### src/rtl/core/lorenz_euler_integrator_unit_assert.svh
// Assertion macros shared by the Lorenz integrator RTL.
// Expects signals named clk and rst_n in the including scope.
`ifndef LORENZ_EULER_INTEGRATOR_UNIT_ASSERT_SVH
`define LORENZ_EULER_INTEGRATOR_UNIT_ASSERT_SVH

// Consequent must hold in the cycle after the antecedent.
`define LEI_CHECK_NEXT(label, ante, cons) \
  label: assert property (@(posedge clk) disable iff (!rst_n) (ante) |=> (cons)) \
    else $error("lei: next-cycle check failed");

// Consequent must hold in the same cycle as the antecedent.
`define LEI_CHECK_SAME(label, ante, cons) \
  label: assert property (@(posedge clk) disable iff (!rst_n) (ante) |-> (cons)) \
    else $error("lei: same-cycle check failed");

`endif

### src/rtl/core/lei_pkg.sv
// Shared types, constants and helper functions of the Lorenz integrator.
// No dependencies; used by every module in rtl/core.
package lei_pkg;

  localparam int DATA_W        = 32;
  localparam int STEP_W        = 31;
  localparam int CFG_IDX_W     = 3;
  localparam int FRAC_BITS_DEF = 24;

  localparam logic [CFG_IDX_W-1:0] REG_SIGMA   = 3'd0;
  localparam logic [CFG_IDX_W-1:0] REG_RHO     = 3'd1;
  localparam logic [CFG_IDX_W-1:0] REG_BETA    = 3'd2;
  localparam logic [CFG_IDX_W-1:0] REG_STEP    = 3'd3;
  localparam logic [CFG_IDX_W-1:0] REG_START_X = 3'd4;
  localparam logic [CFG_IDX_W-1:0] REG_START_Y = 3'd5;
  localparam logic [CFG_IDX_W-1:0] REG_START_Z = 3'd6;

  typedef enum logic [9:0] {
    ST_IDLE = 10'b0000000001,
    ST_C1   = 10'b0000000010,
    ST_C2   = 10'b0000000100,
    ST_C3   = 10'b0000001000,
    ST_C4   = 10'b0000010000,
    ST_C5   = 10'b0000100000,
    ST_C6   = 10'b0001000000,
    ST_C7   = 10'b0010000000,
    ST_C8   = 10'b0100000000,
    ST_C9   = 10'b1000000000
  } lei_state_t;

  typedef enum logic [2:0] {
    MA_X, MA_SIGMA, MA_BETA, MA_QOUT, MA_T1, MA_T3
  } mul_a_sel_t;

  typedef enum logic [2:0] {
    MB_Y, MB_Z, MB_T1, MB_T2, MB_DT
  } mul_b_sel_t;

  typedef enum logic [2:0] {
    AA_Y, AA_RHO, AA_QOUT, AA_T3, AA_X, AA_Z
  } add_a_sel_t;

  typedef enum logic [2:0] {
    AB_X, AB_Z, AB_ZERO, AB_QOUT, AB_Y
  } add_b_sel_t;

  typedef enum logic [2:0] {
    AD_NONE, AD_T1, AD_T2, AD_T3, AD_X, AD_Y, AD_Z
  } add_dst_t;

  typedef struct packed {
    mul_a_sel_t ma;
    mul_b_sel_t mb;
    add_a_sel_t aa;
    add_b_sel_t ab;
    logic       sub;
    add_dst_t   dst;
    logic       done;
  } lei_ctrl_t;

  // Clamp an elaboration-time value to the signed 32-bit range.
  function automatic logic [DATA_W-1:0] sat_const(input longint v);
    logic [DATA_W-1:0] r;
    if (v > 64'sd2147483647) begin
      r = 32'h7FFF_FFFF;
    end else if (v < -64'sd2147483648) begin
      r = 32'h8000_0000;
    end else begin
      r = v[DATA_W-1:0];
    end
    return r;
  endfunction

endpackage

### src/rtl/core/lei_qmul.sv
// Two-stage fixed-point multiplier: 32x32 product, then round-to-nearest
// at FRAC_BITS and saturation to 32 bits. Depends on lei_pkg.
module lei_qmul #(
  parameter int FRAC_BITS = lei_pkg::FRAC_BITS_DEF
) (
  input  logic                         clk,
  input  logic signed [lei_pkg::DATA_W-1:0] op_a,
  input  logic signed [lei_pkg::DATA_W-1:0] op_b,
  output logic signed [lei_pkg::DATA_W-1:0] q_out
);

  localparam int PW = 2 * lei_pkg::DATA_W;
  localparam logic signed [PW-1:0] RND = PW'(1) << (FRAC_BITS - 1);
  localparam logic signed [PW-1:0] MAXV = PW'(64'sd2147483647);
  localparam logic signed [PW-1:0] MINV = -PW'(64'sd2147483648);

  logic signed [PW-1:0] prod_r;
  logic signed [PW-1:0] rounded;
  logic signed [PW-1:0] shifted;
  logic signed [lei_pkg::DATA_W-1:0] q_nxt;
  logic signed [lei_pkg::DATA_W-1:0] q_r;

  always_ff @(posedge clk) begin
    prod_r <= PW'(op_a) * PW'(op_b);
  end

  // The rounding bias cannot overflow: the product magnitude is at most 2^62.
  always_comb begin
    rounded = prod_r + RND;
    shifted = rounded >>> FRAC_BITS;
    if (shifted > MAXV) begin
      q_nxt = 32'sh7FFF_FFFF;
    end else if (shifted < MINV) begin
      q_nxt = 32'sh8000_0000;
    end else begin
      q_nxt = shifted[lei_pkg::DATA_W-1:0];
    end
  end

  always_ff @(posedge clk) begin
    q_r <= q_nxt;
  end

  assign q_out = q_r;

endmodule

### src/rtl/core/lei_seq.sv
// Sequencer of one Euler step: runs through states C1 to C9 and issues
// operand selects for the shared multiplier and adder. Depends on lei_pkg.
module lei_seq (
  input  logic               clk,
  input  logic               rst_n,
  input  logic               start,
  output logic               idle,
  output lei_pkg::lei_ctrl_t ctrl
);

  lei_pkg::lei_state_t state_r;
  lei_pkg::lei_state_t state_nxt;

  always_ff @(posedge clk) begin
    if (!rst_n) begin
      state_r <= lei_pkg::ST_IDLE;
    end else begin
      state_r <= state_nxt;
    end
  end

  always_comb begin
    state_nxt = state_r;
    unique case (state_r)
      lei_pkg::ST_IDLE: if (start) state_nxt = lei_pkg::ST_C1;
      lei_pkg::ST_C1:   state_nxt = lei_pkg::ST_C2;
      lei_pkg::ST_C2:   state_nxt = lei_pkg::ST_C3;
      lei_pkg::ST_C3:   state_nxt = lei_pkg::ST_C4;
      lei_pkg::ST_C4:   state_nxt = lei_pkg::ST_C5;
      lei_pkg::ST_C5:   state_nxt = lei_pkg::ST_C6;
      lei_pkg::ST_C6:   state_nxt = lei_pkg::ST_C7;
      lei_pkg::ST_C7:   state_nxt = lei_pkg::ST_C8;
      lei_pkg::ST_C8:   state_nxt = lei_pkg::ST_C9;
      lei_pkg::ST_C9:   state_nxt = lei_pkg::ST_IDLE;
      default:          state_nxt = lei_pkg::ST_IDLE;
    endcase
  end

  // Products are registered in prod_r and q_r of lei_qmul; each is consumed
  // (as QOUT) by a later state: C1's in C3, and so on up to C7's in C9.
  always_comb begin
    ctrl.ma   = lei_pkg::MA_X;
    ctrl.mb   = lei_pkg::MB_Y;
    ctrl.aa   = lei_pkg::AA_Y;
    ctrl.ab   = lei_pkg::AB_X;
    ctrl.sub  = 1'b0;
    ctrl.dst  = lei_pkg::AD_NONE;
    ctrl.done = 1'b0;
    unique case (state_r)
      lei_pkg::ST_IDLE: begin
      end
      lei_pkg::ST_C1: begin
        ctrl.ma  = lei_pkg::MA_X;    ctrl.mb  = lei_pkg::MB_Y;
        ctrl.aa  = lei_pkg::AA_Y;    ctrl.ab  = lei_pkg::AB_X;
        ctrl.sub = 1'b1;             ctrl.dst = lei_pkg::AD_T1;
      end
      lei_pkg::ST_C2: begin
        ctrl.ma  = lei_pkg::MA_BETA; ctrl.mb  = lei_pkg::MB_Z;
        ctrl.aa  = lei_pkg::AA_RHO;  ctrl.ab  = lei_pkg::AB_Z;
        ctrl.sub = 1'b1;             ctrl.dst = lei_pkg::AD_T2;
      end
      lei_pkg::ST_C3: begin
        ctrl.ma  = lei_pkg::MA_SIGMA; ctrl.mb = lei_pkg::MB_T1;
        ctrl.aa  = lei_pkg::AA_QOUT;  ctrl.ab = lei_pkg::AB_ZERO;
        ctrl.dst = lei_pkg::AD_T3;
      end
      lei_pkg::ST_C4: begin
        ctrl.ma  = lei_pkg::MA_X;    ctrl.mb  = lei_pkg::MB_T2;
        ctrl.aa  = lei_pkg::AA_T3;   ctrl.ab  = lei_pkg::AB_QOUT;
        ctrl.sub = 1'b1;             ctrl.dst = lei_pkg::AD_T3;
      end
      lei_pkg::ST_C5: begin
        ctrl.ma  = lei_pkg::MA_QOUT; ctrl.mb  = lei_pkg::MB_DT;
      end
      lei_pkg::ST_C6: begin
        ctrl.ma  = lei_pkg::MA_T3;   ctrl.mb  = lei_pkg::MB_DT;
        ctrl.aa  = lei_pkg::AA_QOUT; ctrl.ab  = lei_pkg::AB_Y;
        ctrl.sub = 1'b1;             ctrl.dst = lei_pkg::AD_T1;
      end
      lei_pkg::ST_C7: begin
        ctrl.ma  = lei_pkg::MA_T1;   ctrl.mb  = lei_pkg::MB_DT;
        ctrl.aa  = lei_pkg::AA_X;    ctrl.ab  = lei_pkg::AB_QOUT;
        ctrl.dst = lei_pkg::AD_X;
      end
      lei_pkg::ST_C8: begin
        ctrl.aa  = lei_pkg::AA_Z;    ctrl.ab  = lei_pkg::AB_QOUT;
        ctrl.dst = lei_pkg::AD_Z;
      end
      lei_pkg::ST_C9: begin
        ctrl.aa   = lei_pkg::AA_Y;   ctrl.ab  = lei_pkg::AB_QOUT;
        ctrl.dst  = lei_pkg::AD_Y;
        ctrl.done = 1'b1;
      end
      default: begin
      end
    endcase
  end

  assign idle = (state_r == lei_pkg::ST_IDLE);

endmodule

### src/rtl/core/lorenz_euler_integrator_unit.sv
// Lorenz system forward Euler integrator, signed fixed point with saturation.
// Depends on lei_pkg, lei_seq, lei_qmul and the assertion macro header.
//
// Usage:
//   in_*  : one transaction per command; in_tdata[0] is restart (1 reloads
//           the start point, 0 advances one Euler step).
//   out_* : one transaction per command carrying the new point, x in
//           out_tdata[31:0], y in [63:32], z in [95:64].
//   cfg_* : register writes (sigma, rho, beta, step, start x/y/z by index
//           0..6, larger indexes are ignored); always ready, write only
//           while no command is in flight.
// Timing: a restart result is valid the cycle after its transaction; a step
// result is loaded into the output register in state C9. A step runs through
// states C1 to C9 of the sequencer, set by seven dependent products through
// one two-stage multiplier and one saturating adder; no new command is taken
// until the step is finished.
// Reset loads the default coefficients and the start point 0.01, 0, 0.
// The output register holds a result until taken; in_tready stays low while
// a step is in progress or while a held result is not being taken.
module lorenz_euler_integrator_unit #(
  parameter int FRAC_BITS = lei_pkg::FRAC_BITS_DEF
) (
  input  logic                            clk,
  input  logic                            rst_n,
  // restart at bit 0, bits 7:1 zero
  input  logic [7:0]                      in_tdata,
  input  logic                            in_tvalid,
  output logic                            in_tready,
  // point_x [31:0], point_y [63:32], point_z [95:64]
  output logic [3*lei_pkg::DATA_W-1:0]    out_tdata,
  output logic                            out_tvalid,
  input  logic                            out_tready,
  input  logic                            cfg_valid,
  output logic                            cfg_ready,
  input  logic [lei_pkg::CFG_IDX_W-1:0]   cfg_index,
  input  logic [lei_pkg::DATA_W-1:0]      cfg_data
);

  localparam int DW = lei_pkg::DATA_W;
  localparam longint ONE_Q = longint'(1) << FRAC_BITS;
  localparam logic [DW-1:0] SIGMA_RST = lei_pkg::sat_const(10 * ONE_Q);
  localparam logic [DW-1:0] RHO_RST   = lei_pkg::sat_const(28 * ONE_Q);
  localparam logic [DW-1:0] BETA_RST  = lei_pkg::sat_const((8 * ONE_Q + 1) / 3);
  localparam logic [DW-1:0] HUND_RST  = lei_pkg::sat_const((ONE_Q + 50) / 100);

  logic signed [DW-1:0]           sigma_r, rho_r, beta_r;
  logic [lei_pkg::STEP_W-1:0]     step_r;
  logic signed [DW-1:0]           start_x_r, start_y_r, start_z_r;
  logic signed [DW-1:0]           x_r, y_r, z_r;
  logic signed [DW-1:0]           x_nxt, y_nxt, z_nxt;
  logic signed [DW-1:0]           t1_r, t2_r, t3_r;
  logic [3*DW-1:0]                out_data_r;
  logic                           out_valid_r;

  logic                           seq_idle;
  lei_pkg::lei_ctrl_t             ctrl;
  logic                           in_acc;
  logic                           restart_acc;
  logic                           step_acc;
  logic signed [DW-1:0]           mul_a, mul_b, q_out;
  logic signed [DW-1:0]           add_a, add_b;
  logic signed [DW:0]             add_sum;
  logic signed [DW-1:0]           add_res;

  assign cfg_ready   = 1'b1;
  assign in_tready   = seq_idle && (!out_valid_r || out_tready);
  assign in_acc      = in_tvalid && in_tready;
  assign restart_acc = in_acc && in_tdata[0];
  assign step_acc    = in_acc && !in_tdata[0];

  always_ff @(posedge clk) begin
    if (!rst_n) begin
      sigma_r   <= SIGMA_RST;
      rho_r     <= RHO_RST;
      beta_r    <= BETA_RST;
      step_r    <= HUND_RST[lei_pkg::STEP_W-1:0];
      start_x_r <= HUND_RST;
      start_y_r <= '0;
      start_z_r <= '0;
    end else if (cfg_valid && cfg_ready) begin
      unique case (cfg_index)
        lei_pkg::REG_SIGMA:   sigma_r   <= cfg_data;
        lei_pkg::REG_RHO:     rho_r     <= cfg_data;
        lei_pkg::REG_BETA:    beta_r    <= cfg_data;
        lei_pkg::REG_STEP:    step_r    <= cfg_data[lei_pkg::STEP_W-1:0];
        lei_pkg::REG_START_X: start_x_r <= cfg_data;
        lei_pkg::REG_START_Y: start_y_r <= cfg_data;
        lei_pkg::REG_START_Z: start_z_r <= cfg_data;
        default: begin
        end
      endcase
    end
  end

  lei_seq u_seq (
    .clk   (clk),
    .rst_n (rst_n),
    .start (step_acc),
    .idle  (seq_idle),
    .ctrl  (ctrl)
  );

  always_comb begin
    case (ctrl.ma)
      lei_pkg::MA_X:     mul_a = x_r;
      lei_pkg::MA_SIGMA: mul_a = sigma_r;
      lei_pkg::MA_BETA:  mul_a = beta_r;
      lei_pkg::MA_QOUT:  mul_a = q_out;
      lei_pkg::MA_T1:    mul_a = t1_r;
      lei_pkg::MA_T3:    mul_a = t3_r;
      default:           mul_a = x_r;
    endcase
    case (ctrl.mb)
      lei_pkg::MB_Y:  mul_b = y_r;
      lei_pkg::MB_Z:  mul_b = z_r;
      lei_pkg::MB_T1: mul_b = t1_r;
      lei_pkg::MB_T2: mul_b = t2_r;
      lei_pkg::MB_DT: mul_b = {1'b0, step_r};
      default:        mul_b = y_r;
    endcase
  end

  lei_qmul #(
    .FRAC_BITS (FRAC_BITS)
  ) u_qmul (
    .clk   (clk),
    .op_a  (mul_a),
    .op_b  (mul_b),
    .q_out (q_out)
  );

  // Shared saturating adder/subtractor.
  always_comb begin
    case (ctrl.aa)
      lei_pkg::AA_Y:    add_a = y_r;
      lei_pkg::AA_RHO:  add_a = rho_r;
      lei_pkg::AA_QOUT: add_a = q_out;
      lei_pkg::AA_T3:   add_a = t3_r;
      lei_pkg::AA_X:    add_a = x_r;
      lei_pkg::AA_Z:    add_a = z_r;
      default:          add_a = y_r;
    endcase
    case (ctrl.ab)
      lei_pkg::AB_X:    add_b = x_r;
      lei_pkg::AB_Z:    add_b = z_r;
      lei_pkg::AB_ZERO: add_b = '0;
      lei_pkg::AB_QOUT: add_b = q_out;
      lei_pkg::AB_Y:    add_b = y_r;
      default:          add_b = '0;
    endcase
    if (ctrl.sub) begin
      add_sum = {add_a[DW-1], add_a} - {add_b[DW-1], add_b};
    end else begin
      add_sum = {add_a[DW-1], add_a} + {add_b[DW-1], add_b};
    end
    if (add_sum[DW] != add_sum[DW-1]) begin
      add_res = add_sum[DW] ? {1'b1, {(DW-1){1'b0}}} : {1'b0, {(DW-1){1'b1}}};
    end else begin
      add_res = add_sum[DW-1:0];
    end
  end

  always_ff @(posedge clk) begin
    case (ctrl.dst)
      lei_pkg::AD_T1: t1_r <= add_res;
      lei_pkg::AD_T2: t2_r <= add_res;
      lei_pkg::AD_T3: t3_r <= add_res;
      default: begin
      end
    endcase
  end

  always_comb begin
    x_nxt = x_r;
    y_nxt = y_r;
    z_nxt = z_r;
    if (restart_acc) begin
      x_nxt = start_x_r;
      y_nxt = start_y_r;
      z_nxt = start_z_r;
    end else begin
      case (ctrl.dst)
        lei_pkg::AD_X: x_nxt = add_res;
        lei_pkg::AD_Y: y_nxt = add_res;
        lei_pkg::AD_Z: z_nxt = add_res;
        default: begin
        end
      endcase
    end
  end

  always_ff @(posedge clk) begin
    if (!rst_n) begin
      x_r <= HUND_RST;
      y_r <= '0;
      z_r <= '0;
    end else begin
      x_r <= x_nxt;
      y_r <= y_nxt;
      z_r <= z_nxt;
    end
  end

  // The slot is free or being freed whenever a transaction is taken, so a
  // finished step never finds the output register occupied.
  always_ff @(posedge clk) begin
    if (!rst_n) begin
      out_valid_r <= 1'b0;
    end else if (restart_acc || ctrl.done) begin
      out_valid_r <= 1'b1;
    end else if (out_tready) begin
      out_valid_r <= 1'b0;
    end
  end

  always_ff @(posedge clk) begin
    if (restart_acc || ctrl.done) begin
      out_data_r <= {z_nxt, y_nxt, x_nxt};
    end
  end

  assign out_tvalid = out_valid_r;
  assign out_tdata  = out_data_r;

`include "lorenz_euler_integrator_unit_assert.svh"

  `LEI_CHECK_NEXT(a_step_busy, step_acc, !in_tready)
  `LEI_CHECK_NEXT(a_restart_out, restart_acc,
                  out_tvalid && (out_tdata[DW-1:0] == $past(start_x_r)))
  `LEI_CHECK_NEXT(a_done_out, ctrl.done, out_tvalid && seq_idle)

endmodule

### config.mk
export PLATFORM = sky130hd
export DESIGN_NAME = lorenz_euler_integrator_unit
export DESIGN_NICKNAME = d
export VERILOG_FILES = /design/src/rtl/core/lei_pkg.sv /design/src/rtl/core/lei_qmul.sv /design/src/rtl/core/lei_seq.sv /design/src/rtl/core/lorenz_euler_integrator_unit.sv
export VERILOG_INCLUDE_DIRS = /design/src /design/src/rtl/core
export SDC_FILE = /design/constraint.sdc
export NUM_CORES = 2
export LEC_CHECK = 0
export BUFFER_PORTS_ARGS = -buffer_cell sky130_fd_sc_hd__buf_2
export CAP_MARGIN = 20
export CORE_UTILIZATION = 29
export DETAILED_ROUTE_END_ITERATION = 8
export PLACE_DENSITY = 0.42
export SLEW_MARGIN = 15
export SYNTH_ARGS = -nofsm -noshare
export SYNTH_HDL_FRONTEND = slang
export SYNTH_SLANG_ARGS = --single-unit
### constraint.sdc
create_clock -name clk -period 27.1 [get_ports clk]
set_clock_uncertainty 0.2 [all_clocks]
set_input_delay 2.71 -clock clk [delete_from_list [all_inputs] [get_ports clk]]
set_output_delay 2.71 -clock clk [all_outputs]
set_load 0.05 [all_outputs]
Word-level counts from Yosys, hierarchy flattened:

Cells that the tools add are included.

* $add $sub $neg: 3
* multiply operators: 1
* $lt $le $gt $ge: 2
* equality and inequality tests: 41
* muxes and demuxes: 23
* reductions and logical operators: 21

Operators by type and width (count)
* $pmux W32 S5: 2
* $mux W32: 9
* $pmux W32 S4: 2
* $pmux W10 S9: 1
* $add A64 B25 Y64 const B: 1
* $mul A32 B32 Y64: 1
* $pmux W6 S7: 1
* $gt A40 B32 Y1 const B: 1
* $lt A40 B32 Y1 const B: 1
* $eq A3 B3 Y1 const B: 12
* $pmux W6 S6: 1
* $add A32 B32 Y33: 1
* $eq A3 B2 Y1 const B: 11
* $mux W33: 1
* $sub A32 B32 Y33: 1
* $eq A3 B1 Y1 const B: 6
* $pmux W3 S6: 1
* $reduce_and A2 Y1: 7
* $eq A10 B1 Y1 const B: 1
* $eq A10 B10 Y1 const B: 1
* $eq A10 B2 Y1 const B: 1
* $eq A10 B3 Y1 const B: 1
* $eq A10 B4 Y1 const B: 1
* $eq A10 B5 Y1 const B: 1
* other kinds (15): 25

* flip-flop bits (word level): 618
* bits of input ports: 48
* output and inout port bits: 99
* word-level logic and storage cells: 109

Depth between registers and ports, before layout:

* depth in word-level cells: 10
* gate-level depth with buffers: 42
* mapped depth without buffers: 36

Cells and area by module:

From an unflattened synthesis, not the netlist that was laid out.

* cells, all modules: 7470
* area, all modules: 66769.0 um^2

By module, submodules not included
* lei_qmul: times used 1, cells each 4113, area an instance 38727.1 um^2, sequential area each 1461.4 um^2
* lorenz_euler_integrator_unit: times used 1, cells each 3268, area an instance 27378.8 um^2, sequential area each 12171.7 um^2
* lei_seq: times used 1, cells each 89, area an instance 663.1 um^2, sequential area each 200.2 um^2

Least setup slack after synthesis:

OpenSTA, ideal clock, no wires.

* path kind: flip-flop to flip-flop
* start: register u_seq.state_r[0]
* end: register u_qmul.prod_r[63]
* library setup time: 0.072 ns
* data arrival time: 10.326 ns
* data required time: 26.828 ns
* setup slack: 16.502 ns
* stages on the path, launching flop included: 40
* path buffers: 6
* clock period less this slack: 10.598 ns
* path through: dfxtp_1 or4_1 buf_2 nor4b_4 clkbuf_1 clkbuf_1 buf_1 a22oi_1 nand3_1 o21a_1 clkbuf_1 clkbuf_1 nand2_1 fa_1 inv_1 fa_1 fa_1 inv_1 [... 4 more ...] fa_1 inv_1 fa_1 fa_1 ha_1 a21o_1 a21o_1 a21oi_1 o21ai_0 a221oi_1 o2111ai_1 a21oi_1 o21a_1 o31ai_2 a21boi_0 nor2_1 a2111oi_0 xnor2_1

* word-level cells in the longest chain between the ends: 5
* elaborated cells on any way between the ends: 19
* those cells by class: mul: 1; eq/ne: 15; mux: 3

RTL lines
* from (decl): line lei_seq.sv:11 `lei_pkg::lei_state_t state_r;`
* from (signal assigned): line lei_seq.sv:16 `state_r <= lei_pkg::ST_IDLE;`
* from (signal assigned): line lei_seq.sv:18 `state_r <= state_nxt;`
* $eq A10 B8 Y1, or another cell as far along: line lei_seq.sv:49 `unique case (state_r)`
* $pmux W6 S6 *: line lei_seq.sv:49
* $eq A3 B3 Y1, or another cell as far along: line lorenz_euler_integrator_unit.sv:104 `case (ctrl.ma)`
* $pmux W32 S5 or $pmux W32 S4 (tied branches): line lorenz_euler_integrator_unit.sv:104, lorenz_euler_integrator_unit.sv:113
* $mul A32 B32 Y64 *: line lei_qmul.sv:24 `prod_r <= PW'(op_a) * PW'(op_b);`
* to (signal assigned): line lei_qmul.sv:24
* to (decl): line lei_qmul.sv:17 `logic signed [PW-1:0] prod_r;`

Every way passes the cells marked *; elsewhere a longest branch is shown, timed or not.
A chain may end at the register's enable or synchronous reset.

Worst setup path after layout:

* start: register u_seq.state_r[7]
* end: register u_qmul.prod_r[63]

Same word-level chain as after synthesis.

==> metrics.md <==
| Metric | Value |
|---|---|
| Status | finished with violations |
| Failing checks | design-rule violations |
| PD cells | 36.6 nW/um^2 |
| Ys flop type | dfxtp_1 |
| Switching Share | 0.350 |
| Initial antenna violation count | 15 |
| Placed wire-length estimate | 186000 um |
| # IOs | roughly 150 |
| TritonCTS buffer count | 67 |
| Simple-gate share of the synthesized area | 0.153 |
| Synth Area in Adders | 0.397 |
| Placed Instance Area | 66300 sq um |
| Non-filler cells, final | 9726 |
| NetSw | 878 uW |
| Longest Clk Path Bufs | 3 |
| Count of final setup violators | 0 |
| YS warnings | 0 |
| Kind of end point of the critical path | flop |
| Worst skew pair latency | 0.69 ns |
| Vias in the first global route | between 50000 and 60000 |
| TritonRoute pass-1 iters | 9 |
| Fin. Hold Viols | 0 |
| Seq/Total Area, Yosys | 0.224 |
| WL met3 | 19500 um |
| Fin area | slightly below 70000 sq um |
| Root Buffer | clkbuf_16 |
| First-pass GRT wire length | 376000 um |
| Starting Density | 0.292 |
| Period minus WS final | 13.60 ns |
| Top layer in use | met4 |
| Fmax | between 70 and 80 MHz |
| Area leader, netlist | fa_1 |
| Comb power frac | 0.214 |
| Max incr delay on CP | 0.72 ns |
| Reg2reg start | u_seq.state_r[7] |
| Vias per cell | 5.20 |
| Core Box Area | 212000 sq um |
| Post-synth EDFFs | 192 |
| Arrival time of the worst setup path | around 14 ns |
| Area of the mapped netlist | 61900 sq um |
| CTS tree | yes |
| Maximum Capacitance Violations | 0 |
| CP max-delay cell | buf_4 |
| Avg Cell Area, Syn | ~9.0 sq um |
| Place WS | 13.61 ns |
| Slew @ Worst Pin | 1.19 ns |
| Worst Setup Start Kind | flop |
| Post CTS Setup Buffer Count | 0 |
| WL/cell | 26.9 um |
| Die width | between 400 and 500 um |
| Area growth syn-to-layout | 10.7% |
| Post-route ant nets | 0 |
| Via count | a little over 50000 |
| # fillers | about 22000 |
| Synth top area share | 0.350 |
| Clock share of power | 0.369 |
| Post-synthesis mux area share | 0.000506 |
| Synth Area in XOR/XNOR | 0.0214 |
| Clk slew on worst S/H paths | 0.06 ns |
| Cell count after synthesis | 6886 |
| Setup TNS Final | 0 ns |
| RSZ-0062 raised after global routing | no |
| Total congestion overflow | 0 |
| Hold depth | 2 |
| Hold WC Path Type | reg -> reg |
| Share of post-route cells with drive strength above 1 | 0.0768 |
| Hold Path Sink | beta_r[28] |
| RD Place Congestion | between 0.9 and 1 |
| Post-synthesis register bit count | 595 |
| Lkg Pwr | 0.0300 uW |
| R2R Setup Slk | 13.50 ns |
| Req. time, crit path | about 27 ns |
| PostCTS Resize Cnt | 0 |
| Clk sinks | 595 |
| Compound-Gate Fraction of Synth Area | 0.116 |
| Asr flop ratio synth | 0 |
| DRT iter0 DRCs | 5078 |
| Rel. slew slack | 0.205 |
| CP delay by family, top | adder cells |
| Library cells used by synthesis | 82 |
| Path depth of the worst reg2reg path | 36 |
| Critical path fanouts, max | 53 |
| M1 WL | 112000 um |
| Sequential share of power | 0.417 |
| Met2 WL | roughly 120000 um |
| Hold buffers post-CTS | 0 |
| Final slew viol count | 0 |
| Worst path bufs/invs | 8 |
| Setup ws final | 13.50 ns |
| Dpl cells | 9598 |
| P_int | 1630 uW |
| Port bufs | 138 |
| Final Cycle Share | 0.502 |
| Die height | 464 um |
| Pin count of the biggest net entering global routing | 120 |
| Min-delay src | beta_r[28] |
| DR DRC count | 52 |
| Synth Net Count | between 8000 and 9000 |
| Nets@finish | slightly above 8000 |
| Reg-to-reg endpoint | u_qmul.prod_r[63] |
| Layout Utilization | 0.323 |
| CP dominant cell by count | fa_1 |
| Synth top area cells | fa_1, dfxtp_1, edfxtp_1 |
| Stages on worst setup path | 36 |
| Num rows | around 170 |
| Worst setup path class | reg -> reg |
| Main combinational cell family by area after synthesis | adder cells |
| H-tree depth | 3 |
| Post-Route WL | 261000 um |
| Die area | 215000 sq um |
| Max rail drop VDD | around 45 uV |
| Total GRT Usage | 0.242 |
worst max-delay path by stage:
stage | start | endpoint
6_report | u_seq.state_r[7] | u_qmul.prod_r[63]
5_1_grt | u_seq.state_r[7] | u_qmul.prod_r[63]
4_1_cts | u_seq.state_r[7] | u_qmul.prod_r[63]
3_5_place_dp | u_seq.state_r[7] | u_qmul.prod_r[63]
3_3_place_gp | u_seq.state_r[7] | u_qmul.prod_r[63]
2_1_floorplan | u_seq.state_r[0] | u_qmul.prod_r[63]
flip-flops by register name, summed over array words and instances (netlist names):
name and flops:
out_tdata 96, u_qmul.prod_r 41, beta_r 32, rho_r 32, sigma_r 32, start_x_r 32
start_y_r 32, start_z_r 32, t1_r 32, t2_r 32, t3_r 32, u_qmul.q_out 32
x_r 32, y_r 32, z_r 32, step_r 31, u_seq.state_r 10, out_tvalid 1
power by group through the flow:
stage	combinational [uW]	clock, uW	sequential (uW)
finish	537	924	1050
detailed placement	533	0	1060
global route	572	975	1050
global placement	533	0	1060
floorplan	274	0	1060
CTS	536	943	1040
cell families (layout without fill, tap and decap cells):
logic type,Yosys count,in the layout
AOI/OAI and AO/OA,1080,1080
xor gates and xnor gates,149,149
adders and majority gates,1314,1314
buffers and inverters,1465,1481
DFF,595,595
muxes,3,3
other,1,4
and+or+nand+nor,2279,2279
worst register-to-register path, delay by kind of cell, from the launching register on:
kind,cells,cell delay (ns)
compound gates,12,3.87
flops,1,0.53
simple gates,6,2.21
xor+xnor,1,0.11
buf+inv,8,2.18
fa+ha+maj,9,4.34
placed cells by master (no fill, tap or decap), types with 68 or more instances in the layout:
cell       instances
a222oi_1          97
edfxtp_1         192
nand3_1          132
nand2_1         1245
buf_2            137
o21ai_0          104
nor2_1           624
xnor2_1           82
clkbuf_16         68
ha_1             214
dfxtp_1          403
fa_1            1082
a21o_1            68
buf_4            153
a21oi_1          344
inv_1           1051
a22oi_1          100
per-stage QoR:
stage | total power [uW] | hold slack, ns
global placement | 1590 | 0.241
CTS | 2520 | 0.255
finish | 2510 | 0.254
global route | 2590 | 0.268
floorplan | 1330 | 0.236
detailed placement | 1590 | 0.247
synthesized netlist by cell type, types with 97 or more instances:
cell / n
edfxtp_1: 192
a222oi_1: 97
a22oi_1: 100
nor2_1: 633
nand3_1: 136
o21ai_0: 123
a21oi_1: 346
ha_1: 214
nand2_1: 1247
dfxtp_1: 403
inv_1: 1052
clkbuf_1: 346
fa_1: 1082
area by class of cell:
cell class	instances	area, sq um	share of cell area
clock buffer	101	1930	0.0281
inverter	1065	4010	0.0585
sequential	595	13800	0.202
multi-input combinational	4826	43100	0.629
antenna	3	7.51	0.000110
timing repair buffer	292	1860	0.0271
tap	2821	3530	0.0515
clock inverter	23	262	0.00382
layer usage:
layer	up-vias	GRT usage
met5	-	0
met4	0	0.0779
met3	348	0.0412
met2	1990	0.392
met1	26400	0.326
li1	21800	-
(Power assumes the default switching activity.)
